==> config.mk <==
export PLATFORM = sky130hd
export DESIGN_NAME = integer_matrix_multiply
export DESIGN_NICKNAME = d
export VERILOG_FILES = /design/src/design/imm_pkg.sv /design/src/design/integer_matrix_multiply.sv /design/src/design/imm_front.sv /design/src/design/imm_queue.sv /design/src/design/imm_back.sv
export SDC_FILE = /design/constraint.sdc
export NUM_CORES = 1
export LEC_CHECK = 0
export ABC_AREA = 1
export BUFFER_PORTS_ARGS = -buffer_cell sky130_fd_sc_hd__buf_4
export CAP_MARGIN = 20
export CORE_MARGIN = 2
export CORE_UTILIZATION = 25
export DETAILED_ROUTE_END_ITERATION = 16
export SLEW_MARGIN = 30
export SYNTH_ARGS = -nofsm -noshare
export SYNTH_HDL_FRONTEND = slang
export SYNTH_SLANG_ARGS = --single-unit
==> constraint.sdc <==
create_clock -name clk -period 5.2 [get_ports clk]
set_input_delay 0.52 -clock clk [delete_from_list [all_inputs] [get_ports clk]]
set_output_delay 0.52 -clock clk [all_outputs]
set_load 0.005 [all_outputs]
==> src/design/imm_pkg.sv <==
`timescale 1ns / 1ps
`default_nettype none

package imm_pkg;

	// Store bounds
	localparam int MAX_ROWS_A = 4;
	localparam int MAX_INNER  = 4;
	localparam int MAX_COLS_B = 4;

	// Field widths
	localparam int CFG_W = 3;
	localparam int IDX_W = 2;
	localparam int VAL_W = 16;
	localparam int SUM_W = 32;
	localparam int CMD_W = 2;

	localparam int IN_FIELDS_W  = 2 * IDX_W + VAL_W;
	localparam int S_TDATA_W    = ((IN_FIELDS_W + 7) / 8) * 8;
	localparam int OUT_FIELDS_W = 2 * IDX_W + SUM_W;
	localparam int M_TDATA_W    = ((OUT_FIELDS_W + 7) / 8) * 8;

	function automatic int clog2p(input int n);
		return (n > 1) ? $clog2(n) : 1;
	endfunction

	localparam int A_DEPTH = MAX_ROWS_A * MAX_INNER;
	localparam int B_DEPTH = MAX_INNER * MAX_COLS_B;
	localparam int A_AW    = clog2p(A_DEPTH);
	localparam int B_AW    = clog2p(B_DEPTH);
	localparam int ST_AW   = (A_AW > B_AW) ? A_AW : B_AW;

	// Loop counter widths
	localparam int RI_W = clog2p(MAX_ROWS_A);
	localparam int KI_W = clog2p(MAX_INNER);
	localparam int CI_W = clog2p(MAX_COLS_B);

	// Effective sizes reach the bound itself (up to 4)
	localparam int DIM_W = 4;

	// Command queue
	localparam int Q_DEPTH = 4;
	localparam int Q_AW    = clog2p(Q_DEPTH);

	typedef enum logic [CMD_W-1:0] {
		CMD_LOAD_A  = 2'd0,
		CMD_LOAD_B  = 2'd1,
		CMD_COMPUTE = 2'd2
	} cmd_t;

	typedef enum logic [1:0] {
		REG_ROWS_A    = 2'd0,
		REG_INNER_DIM = 2'd1,
		REG_COLS_B    = 2'd2
	} reg_idx_t;

	typedef enum logic [1:0] {
		ST_IDLE,
		ST_ISSUE,
		ST_FLUSH,
		ST_EMIT
	} bstate_t;

	typedef struct packed {
		cmd_t                    op;
		logic [ST_AW-1:0]        addr;
		logic signed [VAL_W-1:0] value;
	} item_t;

	typedef struct packed {
		logic [DIM_W-1:0] rows;
		logic [DIM_W-1:0] inner;
		logic [DIM_W-1:0] cols;
	} dims_t;

	// Zero counts as one, anything above the bound as the bound
	function automatic logic [DIM_W-1:0] eff_size(input logic [CFG_W-1:0] r, input int bound);
		logic [DIM_W-1:0] v;
		v = DIM_W'(r);
		if (r == '0)
			v = DIM_W'(1);
		else if (int'(r) > bound)
			v = DIM_W'(bound);
		return v;
	endfunction

endpackage

`default_nettype wire

==> src/design/integer_matrix_multiply.sv <==
// Signed integer matrix multiplier. Each slave transfer carries a command in
// s_tuser: load one element of A, load one element of B (row, column and a
// signed 16-bit value in s_tdata), or compute. A compute command streams the
// product A*B out in row-major order, one master transfer per element, with
// row, column and a 32-bit sum that wraps like C int; m_tlast marks the final
// element. Sizes in use come from three config registers (rows_a, inner_dim,
// cols_b; 0 acts as 1, values above 4 act as 4), which must only be written
// while the block is idle. Loads outside the stores and the reserved command
// are dropped. Elements must be loaded before they are used; unwritten ones
// read as garbage. Commands go through a 4-entry queue, so the slave side
// keeps accepting while a result waits on the master side. Loads retire one
// per cycle while no compute is running. A compute runs through one shared
// multiplier that does store read, multiply and accumulate in a three-stage
// pipe, drained before each element goes to the output register; the queue
// stalls behind it until the compute ends. No clearing pass after reset.
`timescale 1ns / 1ps
`default_nettype none

module integer_matrix_multiply (
	input  wire logic                          clk,
	input  wire logic                          arst_n,
	// slave stream
	input  wire logic                          s_tvalid,
	output logic                               s_tready,
	input  wire logic [imm_pkg::S_TDATA_W-1:0] s_tdata,  // row[1:0], col[3:2], value[19:4]
	input  wire logic [imm_pkg::CMD_W-1:0]     s_tuser,  // cmd[1:0]
	// master stream
	output logic                               m_tvalid,
	input  wire logic                          m_tready,
	output logic [imm_pkg::M_TDATA_W-1:0]      m_tdata,  // out_row[1:0], out_col[3:2], sum[35:4]
	output logic                               m_tlast,
	// config writes
	input  wire logic                          cfg_we,
	input  wire logic [1:0]                    cfg_index,
	input  wire logic [imm_pkg::CFG_W-1:0]     cfg_data
);
	import imm_pkg::*;

	logic [CFG_W-1:0] rows_a_q;
	logic [CFG_W-1:0] inner_dim_q;
	logic [CFG_W-1:0] cols_b_q;
	dims_t            dims;

	logic  push;
	item_t push_item;
	logic  q_full;
	logic  pop;
	logic  head_valid;
	item_t head_item;

	// Config registers; an index past the list is ignored
	always_ff @(posedge clk or negedge arst_n) begin
		if (!arst_n) begin
			rows_a_q <= CFG_W'(4);
			inner_dim_q <= CFG_W'(4);
			cols_b_q <= CFG_W'(4);
		end else if (cfg_we) begin
			case (cfg_index)
				REG_ROWS_A:    rows_a_q <= cfg_data;
				REG_INNER_DIM: inner_dim_q <= cfg_data;
				REG_COLS_B:    cols_b_q <= cfg_data;
				default: begin
					rows_a_q <= rows_a_q;
				end
			endcase
		end
	end

	// Clamp sizes to the store bounds
	assign dims.rows = eff_size(rows_a_q, MAX_ROWS_A);
	assign dims.inner = eff_size(inner_dim_q, MAX_INNER);
	assign dims.cols = eff_size(cols_b_q, MAX_COLS_B);

	// Front: accept, classify, compute store address
	imm_front u_front (
		.s_tvalid  (s_tvalid),
		.s_tready  (s_tready),
		.s_tdata   (s_tdata),
		.s_tuser   (s_tuser),
		.q_full    (q_full),
		.push      (push),
		.push_item (push_item)
	);

	// Command queue between front and back
	imm_queue u_queue (
		.clk        (clk),
		.arst_n     (arst_n),
		.push       (push),
		.push_item  (push_item),
		.full       (q_full),
		.pop        (pop),
		.head_valid (head_valid),
		.head_item  (head_item)
	);

	// Back: stores, MAC sequencer, result register
	imm_back u_back (
		.clk        (clk),
		.arst_n     (arst_n),
		.dims       (dims),
		.head_valid (head_valid),
		.head_item  (head_item),
		.pop        (pop),
		.m_tvalid   (m_tvalid),
		.m_tready   (m_tready),
		.m_tdata    (m_tdata),
		.m_tlast    (m_tlast)
	);

endmodule

`default_nettype wire

==> src/design/imm_front.sv <==
`timescale 1ns / 1ps
`default_nettype none

module imm_front (
	input  wire logic                          s_tvalid,
	output logic                               s_tready,
	input  wire logic [imm_pkg::S_TDATA_W-1:0] s_tdata,
	input  wire logic [imm_pkg::CMD_W-1:0]     s_tuser,
	input  wire logic                          q_full,
	output logic                               push,
	output imm_pkg::item_t                     push_item
);
	import imm_pkg::*;

	logic [IDX_W-1:0] row;
	logic [IDX_W-1:0] col;
	logic             keep;
	int               addr_a;
	int               addr_b;

	assign row = s_tdata[IDX_W-1:0];
	assign col = s_tdata[2*IDX_W-1:IDX_W];

	assign addr_a = int'(row) * MAX_INNER + int'(col);
	assign addr_b = int'(row) * MAX_COLS_B + int'(col);

	// Drop reserved commands and loads outside the stores
	always_comb begin
		keep = 1'b0;
		push_item.op = CMD_COMPUTE;
		push_item.addr = '0;
		push_item.value = s_tdata[IN_FIELDS_W-1:2*IDX_W];
		case (s_tuser)
			CMD_LOAD_A: begin
				keep = (int'(row) < MAX_ROWS_A) && (int'(col) < MAX_INNER);
				push_item.op = CMD_LOAD_A;
				push_item.addr = ST_AW'(addr_a);
			end
			CMD_LOAD_B: begin
				keep = (int'(row) < MAX_INNER) && (int'(col) < MAX_COLS_B);
				push_item.op = CMD_LOAD_B;
				push_item.addr = ST_AW'(addr_b);
			end
			CMD_COMPUTE: begin
				keep = 1'b1;
			end
			default: begin
				keep = 1'b0;
			end
		endcase
	end

	assign s_tready = !q_full;
	assign push = s_tvalid && s_tready && keep;

endmodule

`default_nettype wire

==> src/design/imm_queue.sv <==
`timescale 1ns / 1ps
`default_nettype none

module imm_queue (
	input  wire logic           clk,
	input  wire logic           arst_n,
	input  wire logic           push,
	input  wire imm_pkg::item_t push_item,
	output logic                full,
	input  wire logic           pop,
	output logic                head_valid,
	output imm_pkg::item_t      head_item
);
	import imm_pkg::*;

	item_t           ent_q [Q_DEPTH];
	logic [Q_AW-1:0] wr_ptr_q;
	logic [Q_AW-1:0] rd_ptr_q;
	logic [Q_AW:0]   cnt_q;
	logic            do_pop;

	assign full = (cnt_q == (Q_AW+1)'(Q_DEPTH));
	assign head_valid = (cnt_q != '0);
	assign head_item = ent_q[rd_ptr_q];
	assign do_pop = pop && head_valid;

	always_ff @(posedge clk) begin
		if (push)
			ent_q[wr_ptr_q] <= push_item;
	end

	always_ff @(posedge clk or negedge arst_n) begin
		if (!arst_n) begin
			wr_ptr_q <= '0;
			rd_ptr_q <= '0;
			cnt_q <= '0;
		end else begin
			if (push)
				wr_ptr_q <= (wr_ptr_q == Q_AW'(Q_DEPTH - 1)) ? '0 : wr_ptr_q + 1'b1;
			if (do_pop)
				rd_ptr_q <= (rd_ptr_q == Q_AW'(Q_DEPTH - 1)) ? '0 : rd_ptr_q + 1'b1;
			if (push && !do_pop)
				cnt_q <= cnt_q + 1'b1;
			else if (!push && do_pop)
				cnt_q <= cnt_q - 1'b1;
		end
	end

endmodule

`default_nettype wire

==> src/design/imm_back.sv <==
`timescale 1ns / 1ps
`default_nettype none

module imm_back (
	input  wire logic                          clk,
	input  wire logic                          arst_n,
	input  wire imm_pkg::dims_t                dims,
	input  wire logic                          head_valid,
	input  wire imm_pkg::item_t                head_item,
	output logic                               pop,
	output logic                               m_tvalid,
	input  wire logic                          m_tready,
	output logic [imm_pkg::M_TDATA_W-1:0]      m_tdata,
	output logic                               m_tlast
);
	import imm_pkg::*;

	logic signed [VAL_W-1:0] mem_a [A_DEPTH];
	logic signed [VAL_W-1:0] mem_b [B_DEPTH];

	bstate_t state_q, state_nx;

	dims_t           dims_q;
	logic [RI_W-1:0] i_q;
	logic [CI_W-1:0] j_q;
	logic [KI_W-1:0] k_q;

	logic [A_AW-1:0] ra_addr;
	logic [B_AW-1:0] rb_addr;

	logic                    v_s1;
	logic signed [VAL_W-1:0] a_s1;
	logic signed [VAL_W-1:0] b_s1;
	logic                    v_s2;
	logic [SUM_W-1:0]        prod_s2;
	logic [SUM_W-1:0]        acc_q;

	logic                 out_valid_q;
	logic [IDX_W-1:0]     out_row_q;
	logic [IDX_W-1:0]     out_col_q;
	logic [SUM_W-1:0]     out_sum_q;
	logic                 out_last_q;

	logic start;
	logic issue;
	logic emit;
	logic last_i;
	logic last_j;
	logic last_k;

	assign last_i = ((DIM_W'(i_q) + DIM_W'(1)) == dims_q.rows);
	assign last_j = ((DIM_W'(j_q) + DIM_W'(1)) == dims_q.cols);
	assign last_k = ((DIM_W'(k_q) + DIM_W'(1)) == dims_q.inner);

	assign ra_addr = A_AW'(int'(i_q) * MAX_INNER + int'(k_q));
	assign rb_addr = B_AW'(int'(k_q) * MAX_COLS_B + int'(j_q));

	// next state
	always_comb begin
		state_nx = state_q;
		case (state_q)
			ST_IDLE: begin
				if (head_valid && head_item.op == CMD_COMPUTE)
					state_nx = ST_ISSUE;
			end
			ST_ISSUE: begin
				if (last_k)
					state_nx = ST_FLUSH;
			end
			ST_FLUSH: begin
				if (!v_s1 && !v_s2)
					state_nx = ST_EMIT;
			end
			ST_EMIT: begin
				if (!out_valid_q || m_tready)
					state_nx = (last_i && last_j) ? ST_IDLE : ST_ISSUE;
			end
			default: begin
				state_nx = ST_IDLE;
			end
		endcase
	end

	// outputs
	always_comb begin
		pop = 1'b0;
		start = 1'b0;
		issue = 1'b0;
		emit = 1'b0;
		case (state_q)
			ST_IDLE: begin
				pop = head_valid;
				start = head_valid && head_item.op == CMD_COMPUTE;
			end
			ST_ISSUE: begin
				issue = 1'b1;
			end
			ST_EMIT: begin
				emit = !out_valid_q || m_tready;
			end
			default: begin
				pop = 1'b0;
			end
		endcase
	end

	always_ff @(posedge clk or negedge arst_n) begin
		if (!arst_n)
			state_q <= ST_IDLE;
		else
			state_q <= state_nx;
	end

	// element stores
	always_ff @(posedge clk) begin
		if (pop && head_item.op == CMD_LOAD_A)
			mem_a[A_AW'(head_item.addr)] <= head_item.value;
		if (pop && head_item.op == CMD_LOAD_B)
			mem_b[B_AW'(head_item.addr)] <= head_item.value;
		a_s1 <= mem_a[ra_addr];
		b_s1 <= mem_b[rb_addr];
	end

	// loop counters
	always_ff @(posedge clk or negedge arst_n) begin
		if (!arst_n) begin
			dims_q <= '0;
			i_q <= '0;
			j_q <= '0;
			k_q <= '0;
		end else begin
			if (start) begin
				dims_q <= dims;
				i_q <= '0;
				j_q <= '0;
				k_q <= '0;
			end
			if (issue)
				k_q <= last_k ? '0 : k_q + 1'b1;
			if (emit) begin
				if (last_j) begin
					j_q <= '0;
					i_q <= i_q + 1'b1;
				end else begin
					j_q <= j_q + 1'b1;
				end
			end
		end
	end

	// multiply-accumulate pipe
	always_ff @(posedge clk or negedge arst_n) begin
		if (!arst_n) begin
			v_s1 <= 1'b0;
			v_s2 <= 1'b0;
		end else begin
			v_s1 <= issue;
			v_s2 <= v_s1;
		end
	end

	// operands sign-extended before the multiply, low 32 bits kept
	always_ff @(posedge clk) begin
		prod_s2 <= SUM_W'(a_s1) * SUM_W'(b_s1);
		if (start || emit)
			acc_q <= '0;
		else if (v_s2)
			acc_q <= acc_q + prod_s2;
	end

	// result register
	always_ff @(posedge clk or negedge arst_n) begin
		if (!arst_n)
			out_valid_q <= 1'b0;
		else if (emit)
			out_valid_q <= 1'b1;
		else if (m_tready)
			out_valid_q <= 1'b0;
	end

	always_ff @(posedge clk) begin
		if (emit) begin
			out_row_q <= IDX_W'(i_q);
			out_col_q <= IDX_W'(j_q);
			out_sum_q <= acc_q;
			out_last_q <= last_i && last_j;
		end
	end

	assign m_tvalid = out_valid_q;
	assign m_tlast = out_last_q;
	assign m_tdata = M_TDATA_W'({out_sum_q, out_col_q, out_row_q});

endmodule

`default_nettype wire

Yosys cells after proc, flatten, opt, wreduce, memory -nomap -nowiden

Memory sizes are Yosys's and may differ from the RTL's. A register that Yosys moved wholly into a read port is not among the register bits.
Cells that the tools add are included.

Bits in read-only memories: 0
Output and inout bits: 43
Memories kept: 3
Bits of input ports: 36
Memory bits (writable): 600
Register bits after elaboration: 140
Latch bits: 0
Logic and storage cells: 135

$mul: 1
Multiplexer cells: 38
Shift-type cells: 0
$lt $le $gt $ge: 3
Bitwise gates (word level): 0
Divide/modulo/power cells: 0
Equal/unequal tests: 19
Reduce and logical (&&, ||, !) cells: 35
$add $sub $neg: 14

Memory list:

| name          | depth | width | read ports | clocked after Yosys merged registers in | write ports | RTL line        | RTL |
|---|---|---|---|---|---|---|---|
| u_back.mem_a  | 16    | 16    | 1          | 1                                       | 1           | imm_back.sv:18  | `logic signed [VAL_W-1:0] mem_a [A_DEPTH];` |
| u_back.mem_b  | 16    | 16    | 1          | 1                                       | 1           | imm_back.sv:19  | `logic signed [VAL_W-1:0] mem_b [B_DEPTH];` |
| u_queue.ent_q | 4     | 22    | 1          | 0                                       | 1           | imm_queue.sv:16 | `item_t ent_q [Q_DEPTH];` |

Operators by type and width:

| cell                                                                   | count |
|---|---|
| 32-bit adder                                                           | 1 |
| 16-bit by 16-bit multiplier with 32-bit output                         | 1 |
| 2-bit 2-to-1 mux                                                       | 14 |
| 3-bit 2-to-1 mux                                                       | 8 |
| 2-bit equality test (second input constant)                            | 7 |
| 1-bit 2-to-1 mux                                                       | 14 |
| 4-bit by 2-bit adder with 4-bit output                                 | 3 |
| 4-bit equality test                                                    | 3 |
| 6-bit case mux with 2 select lines                                     | 1 |
| 2-bit by 1-bit adder with 2-bit output (second input constant)         | 5 |
| 1-bit logical AND                                                      | 10 |
| 2-bit by 1-bit adder with 3-bit output (second input constant)         | 3 |
| 3-bit > comparator (second input constant)                             | 3 |
| 3-bit zero test                                                        | 3 |
| 2-bit by 1-bit equality test with 1-bit output (second input constant) | 4 |
| 2-bit zero test                                                        | 4 |
| 2-bit by 1-bit != test with 1-bit output (second input constant)       | 4 |
| 2-bit case mux with 4 select lines                                     | 1 |
| 2-bit nonzero test                                                     | 4 |
| 1-bit zero test                                                        | 6 |
| 2-bit AND reduction                                                    | 3 |
| 4-bit AND reduction                                                    | 1 |
| 3-bit by 1-bit adder with 3-bit output (second input constant)         | 1 |
| 3-bit equality test (second input constant)                            | 1 |
| 4 further kinds                                                        | 5 |

Longest topological paths before layout

Depth in word-level cells: 8
Gate-level depth with buffers: 25

Modules after synthesis

Synthesis repeated with hierarchy kept, for this count alone.

Cell total of the unflattened synthesis: 3900
Area total of the unflattened synthesis: 41782.6 um^2

Modules (own cells, without submodules):

| module                  | times used | area each (um^2) | cells each | sequential area each (um^2) |
|---|---|---|---|---|
| imm_back                | 1          | 37136.9          | 3498       | 18983.2 |
| imm_queue               | 1          | 4008.8           | 311        | 2817.7 |
| integer_matrix_multiply | 1          | 456.7            | 59         | 229.0 |
| imm_front               | 1          | 180.2            | 32         | 0.0 |

Worst setup path after synthesis

No wires, ideal clock.

Path type: register to register
Start: reg u_back.a_s1[15], read port of u_back.mem_a
End: reg u_back.prod_s2[31]
Stages on the path, launching flop included: 21
Path buffers: 1
Path slack: -244 ps
Data required time: 5086 ps
Arrival time: 5330 ps
Path through: dfxtp_1 clkbuf_1 nand2_1 inv_1 fa_1 fa_1 inv_1 fa_1 fa_1 fa_1 fa_1 inv_1 ha_1 nand2_1 nor2_1 nand2_1 inv_1 nand2_1 and2_0 nand4_1 nand2_1

Longest elaborated chain between the ends: 1

Ends and longest elaborated chain:

| item                                           | RTL line        | RTL |
|---|---|---|
| start: declaration                             | imm_back.sv:32  | `logic signed [VAL_W-1:0] a_s1;` |
| 16-bit by 16-bit multiplier with 32-bit output | imm_back.sv:164 | `prod_s2 <= SUM_W'(a_s1) * SUM_W'(b_s1);` |
| end signal: assignment                         | imm_back.sv:164 |  |
| end: declaration                               | imm_back.sv:35  | `logic [SUM_W-1:0] prod_s2;` |

Every way passes these cells.
A chain may end at the register's enable or synchronous reset.

Worst setup path in the final report

Start: reg u_back.a_s1[8], read port of u_back.mem_a
End: reg u_back.prod_s2[25]

The elaborated chain is that of the path after synthesis.

==> reports/metrics.csv <==
stage;metric;value;unit
setup_path;cp_max_fo;12;
setup_path;slowest_stage;fa_1;
floorplan;die_w;410.5;microns
setup_path;crit_path_max_incr_delay;0.61;ns
synth;synth_top_area_cell;edfxtp_1;
global_route;grt_pass1_vias;27791;
setup_path;end_kind;register;
synth;synth_top_family_by_area;adder cells;
routing;drtIter0Drc;2078;
job;maxCapViolCount;0;
setup_path;critPathLaunchType;register;
synth;async_flop_share;4.681;%
setup_path;worst-setup-path-type;reg2reg;
synth;syn_avg_cell_area;10.83;sq um
floorplan;core-area;164600;sq um
synth;netlist.area_leader.share;46.30;%
final_layout;utilization;29.89;%
synth;ys_types;58;
setup_path;worstPathArrival;5.79;ns
synth;yosysWarnings;0;
global_route;grt_antenna_before_repair;1;
synth;synthCells;3815;
synth;synth_edf_count;637;
timing;max_freq;189.7;MHz
placed_design;hpwl;65760;microns
setup_path;worst_path_most_repeated_cell;fa_1;
clock_network;cts_sinks;769;
status;status;finished, violations left;
placed_design;place_congestion;0.8646;
synth;synth-adder-area-share;16.64;%
timing;post-route-min-period;5.271;ns
synth;synth.most_common_cell;edfxtp_1;
setup_path;required;5.71;ns
global_route;grt_pass1_wl;154800;microns
floorplan;dieArea;168500;sq um
global_route;grt-ovfl-total;0;
synth;synth-compound-area-share;8.946;%
global_route;grt_max_degree;186;
synth;synth-simple-area-share;11.72;%
timing;hold_viol_final;0;
status;failed_checks;negative setup slack;
synth;synth_xor_area_share;1.230;%
synth;ys_seq_elements;769;
routing;drc;0;
timing;drv_slew;0;
final_layout;seq_area;22050;sq um
final_layout;fillers;16731;
setup_path;cp_cell_sequence;buf_12 -> buf_4 -> nand2_1 -> fa_1 -> inv_1 -> fa_1 -> fa_1 -> fa_1 -> fa_1 -> inv_1 -> fa_1 -> inv_1 -> ha_4 -> buf_4 -> a21oi_1 -> o21ai_1 -> buf_4 -> a21oi_1 -> nand3_2 -> xor2_2;
routing;drtAntennaViolNets;0;
timing;rsz0062_at_grt;true;
placed_design;port_buffers;70;
synth;netlist_area;41320;sq um
clock_network;clk_pin_slew;0.06;ns
final_layout;drive_gt1_share;16.46;%
timing;finalSetupViolCount;6;
clock_network;cts_tree;built;
clock_network;h-tree-depth;3;
final_layout;syn2layout_area_growth;19.10;%
floorplan;die_y;410.5;microns
routing;dr_total_vias;27383;
clock_network;clockBufferDepth;3;
floorplan;num_rows;149;
routing;totalWireLength;99100;microns
floorplan;start_util;25.10;%
min_path;hold_class;in2reg;
global_route;grt_usage;11.59;%
timing;worst-slew-pin-transition;0.9527;ns
routing;detail_route.wl_per_cell;15.80;microns
final_layout;multiInputGateArea;17190;sq um
clock_network;cts_root_buf;clkbuf_16;
synth;yosys-top-cells-count;edfxtp_1, nand2_1, inv_1;
synth;seq_area_frac_synth;53.14;%
timing;worst_slack;-0.07140;ns
timing;finalSetupTns;-0.1546;ns
timing;slew_headroom;36.49;%
synth;synth.area.top_cells;edfxtp_1, fa_1, nand2_1;
timing;fin_crit_sh;101.4;%
synth;muxShareOfSynthArea;1.069;%
clock_network;cts_made_buffers;75;
final_layout;final_nets;4449;
synth;synth_ff_type;edfxtp_1;
timing;clock_skew;0.06138;ns
routing;viasPerCell;4.365;
clock_network;clk_latency;0.68;ns
routing;firstDrtPassIters;7;
setup_path;reg2reg_slack;-0.07;ns
floorplan;io_pins;79;
==> what timing repair did <==
action / 4_1_cts / 5_1_grt
hold buffers: 6 / 0
resized for setup: 120 / 125
endpoints found under the setup margin: 20 / 21
pin swaps: 32 / 55
setup buffers: 11 / 15
endpoints found under the hold margin: 47 / 0
cloned: 0 / 0
==> cell type report <==
cell class                      instances  share of cell area [%]
Clock buffer                           96                   4.035
Sequential cell                       769                   44.81
Inverter                              577                   4.417
Timing Repair Buffer                  314                   5.279
Tap cell                             2189                   5.566
Clock inverter                         41                  0.9357
Antenna cell                            3                 0.01526
Multi-Input combinational cell       2285                   34.94
==> stage by stage <==
| step | hold slack [ns] | setup WS (ns) | cells | cell area [sq um] |
|---|---|---|---|---|
| detailed placement | 0.3557 | -0.4358 | 6100 | 45610 |
| global placement | 0.3531 | -0.3750 | 6100 | 45600 |
| global route | 0.01065 | -0.2299 | 6271 | 49200 |
| finish | 0.03917 | -0.07140 | 6274 | 49210 |
| CTS | 0.001363 | -0.06909 | 6254 | 48670 |
| floorplan | 0.2244 | -0.002625 | 3818 | 41360 |
==> placed cells by master (no fill, tap or decap), drive strengths merged, types with 27 or more instances in the layout <==
cell    instances
fa            264
buf           308
nand2         588
edfxtp        637
nand3         104
dfrtp          33
ha            127
o21ai         295
xor2           31
xnor2          27
nor2          447
o22ai          35
o211ai         42
mux2i          43
clkbuf         96
clkinv         33
a21oi          80
o221ai         89
inv           577
dfxtp          96
==> kinds of logic (layout without fill, tap and decap cells) <==
group	after synthesis	after routing
AO/OA/AOI/OAI	597	597
XOR/XNOR	58	58
adder cells (fa/ha/maj)	391	391
buffers and inverters	764	1028
flip-flops	769	769
multiplexers	44	44
other	1	7
AND/OR/NAND/NOR	1191	1191
==> worst max-delay path, delay by kind of cell (launching register included) <==
family | cells | cell delay [ns]
simple gates | 2 | 0.17
xor+xnor | 1 | 0.16
fa+ha+maj | 7 | 3.15
flops | 1 | 0.37
compound gates | 3 | 0.54
buf+inv | 7 | 0.71
==> layer usage <==
metal / track usage [%] / vias to the layer above / routed length [microns]
met5: 0 / - / 0
met4: 2.612 / 0 / 1908
met3: 1.847 / 120 / 5113
met2: 18.95 / 641 / 46040
met1: 16.08 / 13497 / 46040
li1: - / 13125 / -
==> final timing paths <==
kind / depth (start not counted) / to / start
max: 20 / u_back.prod_s2[25]$_DFF_P_ / u_back.a_s1[8]$_DFF_P_
max reg2reg: 20 / u_back.prod_s2[25]$_DFF_P_ / u_back.a_s1[8]$_DFF_P_
min reg2reg: 0 / u_back.v_s2$_DFF_PN0_ / u_back.v_s1$_DFF_PN0_
max in group asynchronous: 2 / u_back.j_q[0]$_DFFE_PN0P_ / arst_n
min: 1 / u_queue.ent_q[0][4]$_DFFE_PP_ / s_tdata[8]
min in group asynchronous: 2 / u_queue.cnt_q[1]$_DFFE_PN0P_ / arst_n
==> state kept, by name, summed over array words and instances, names as in the netlist, 2 cells and up <==
register	flops
u_back.out_col_q	2
u_back.mem_a	256
u_back.dims_q	9
u_back.a_s1	16
u_back.state_q	2
rows_a_q	3
u_back.out_row_q	2
cols_b_q	3
u_back.k_q	2
u_queue.wr_ptr_q	2
u_queue.cnt_q	3
u_back.i_q	2
u_queue.ent_q	88
inner_dim_q	3
u_back.prod_s2	32
u_back.b_s1	16
u_back.out_sum_q	32
u_back.acc_q	32
u_back.j_q	2
u_back.mem_b	256
u_queue.rd_ptr_q	2
Power is not shown: default switching activity piles up to over one toggle a cycle in this logic, so the estimate is an artifact.
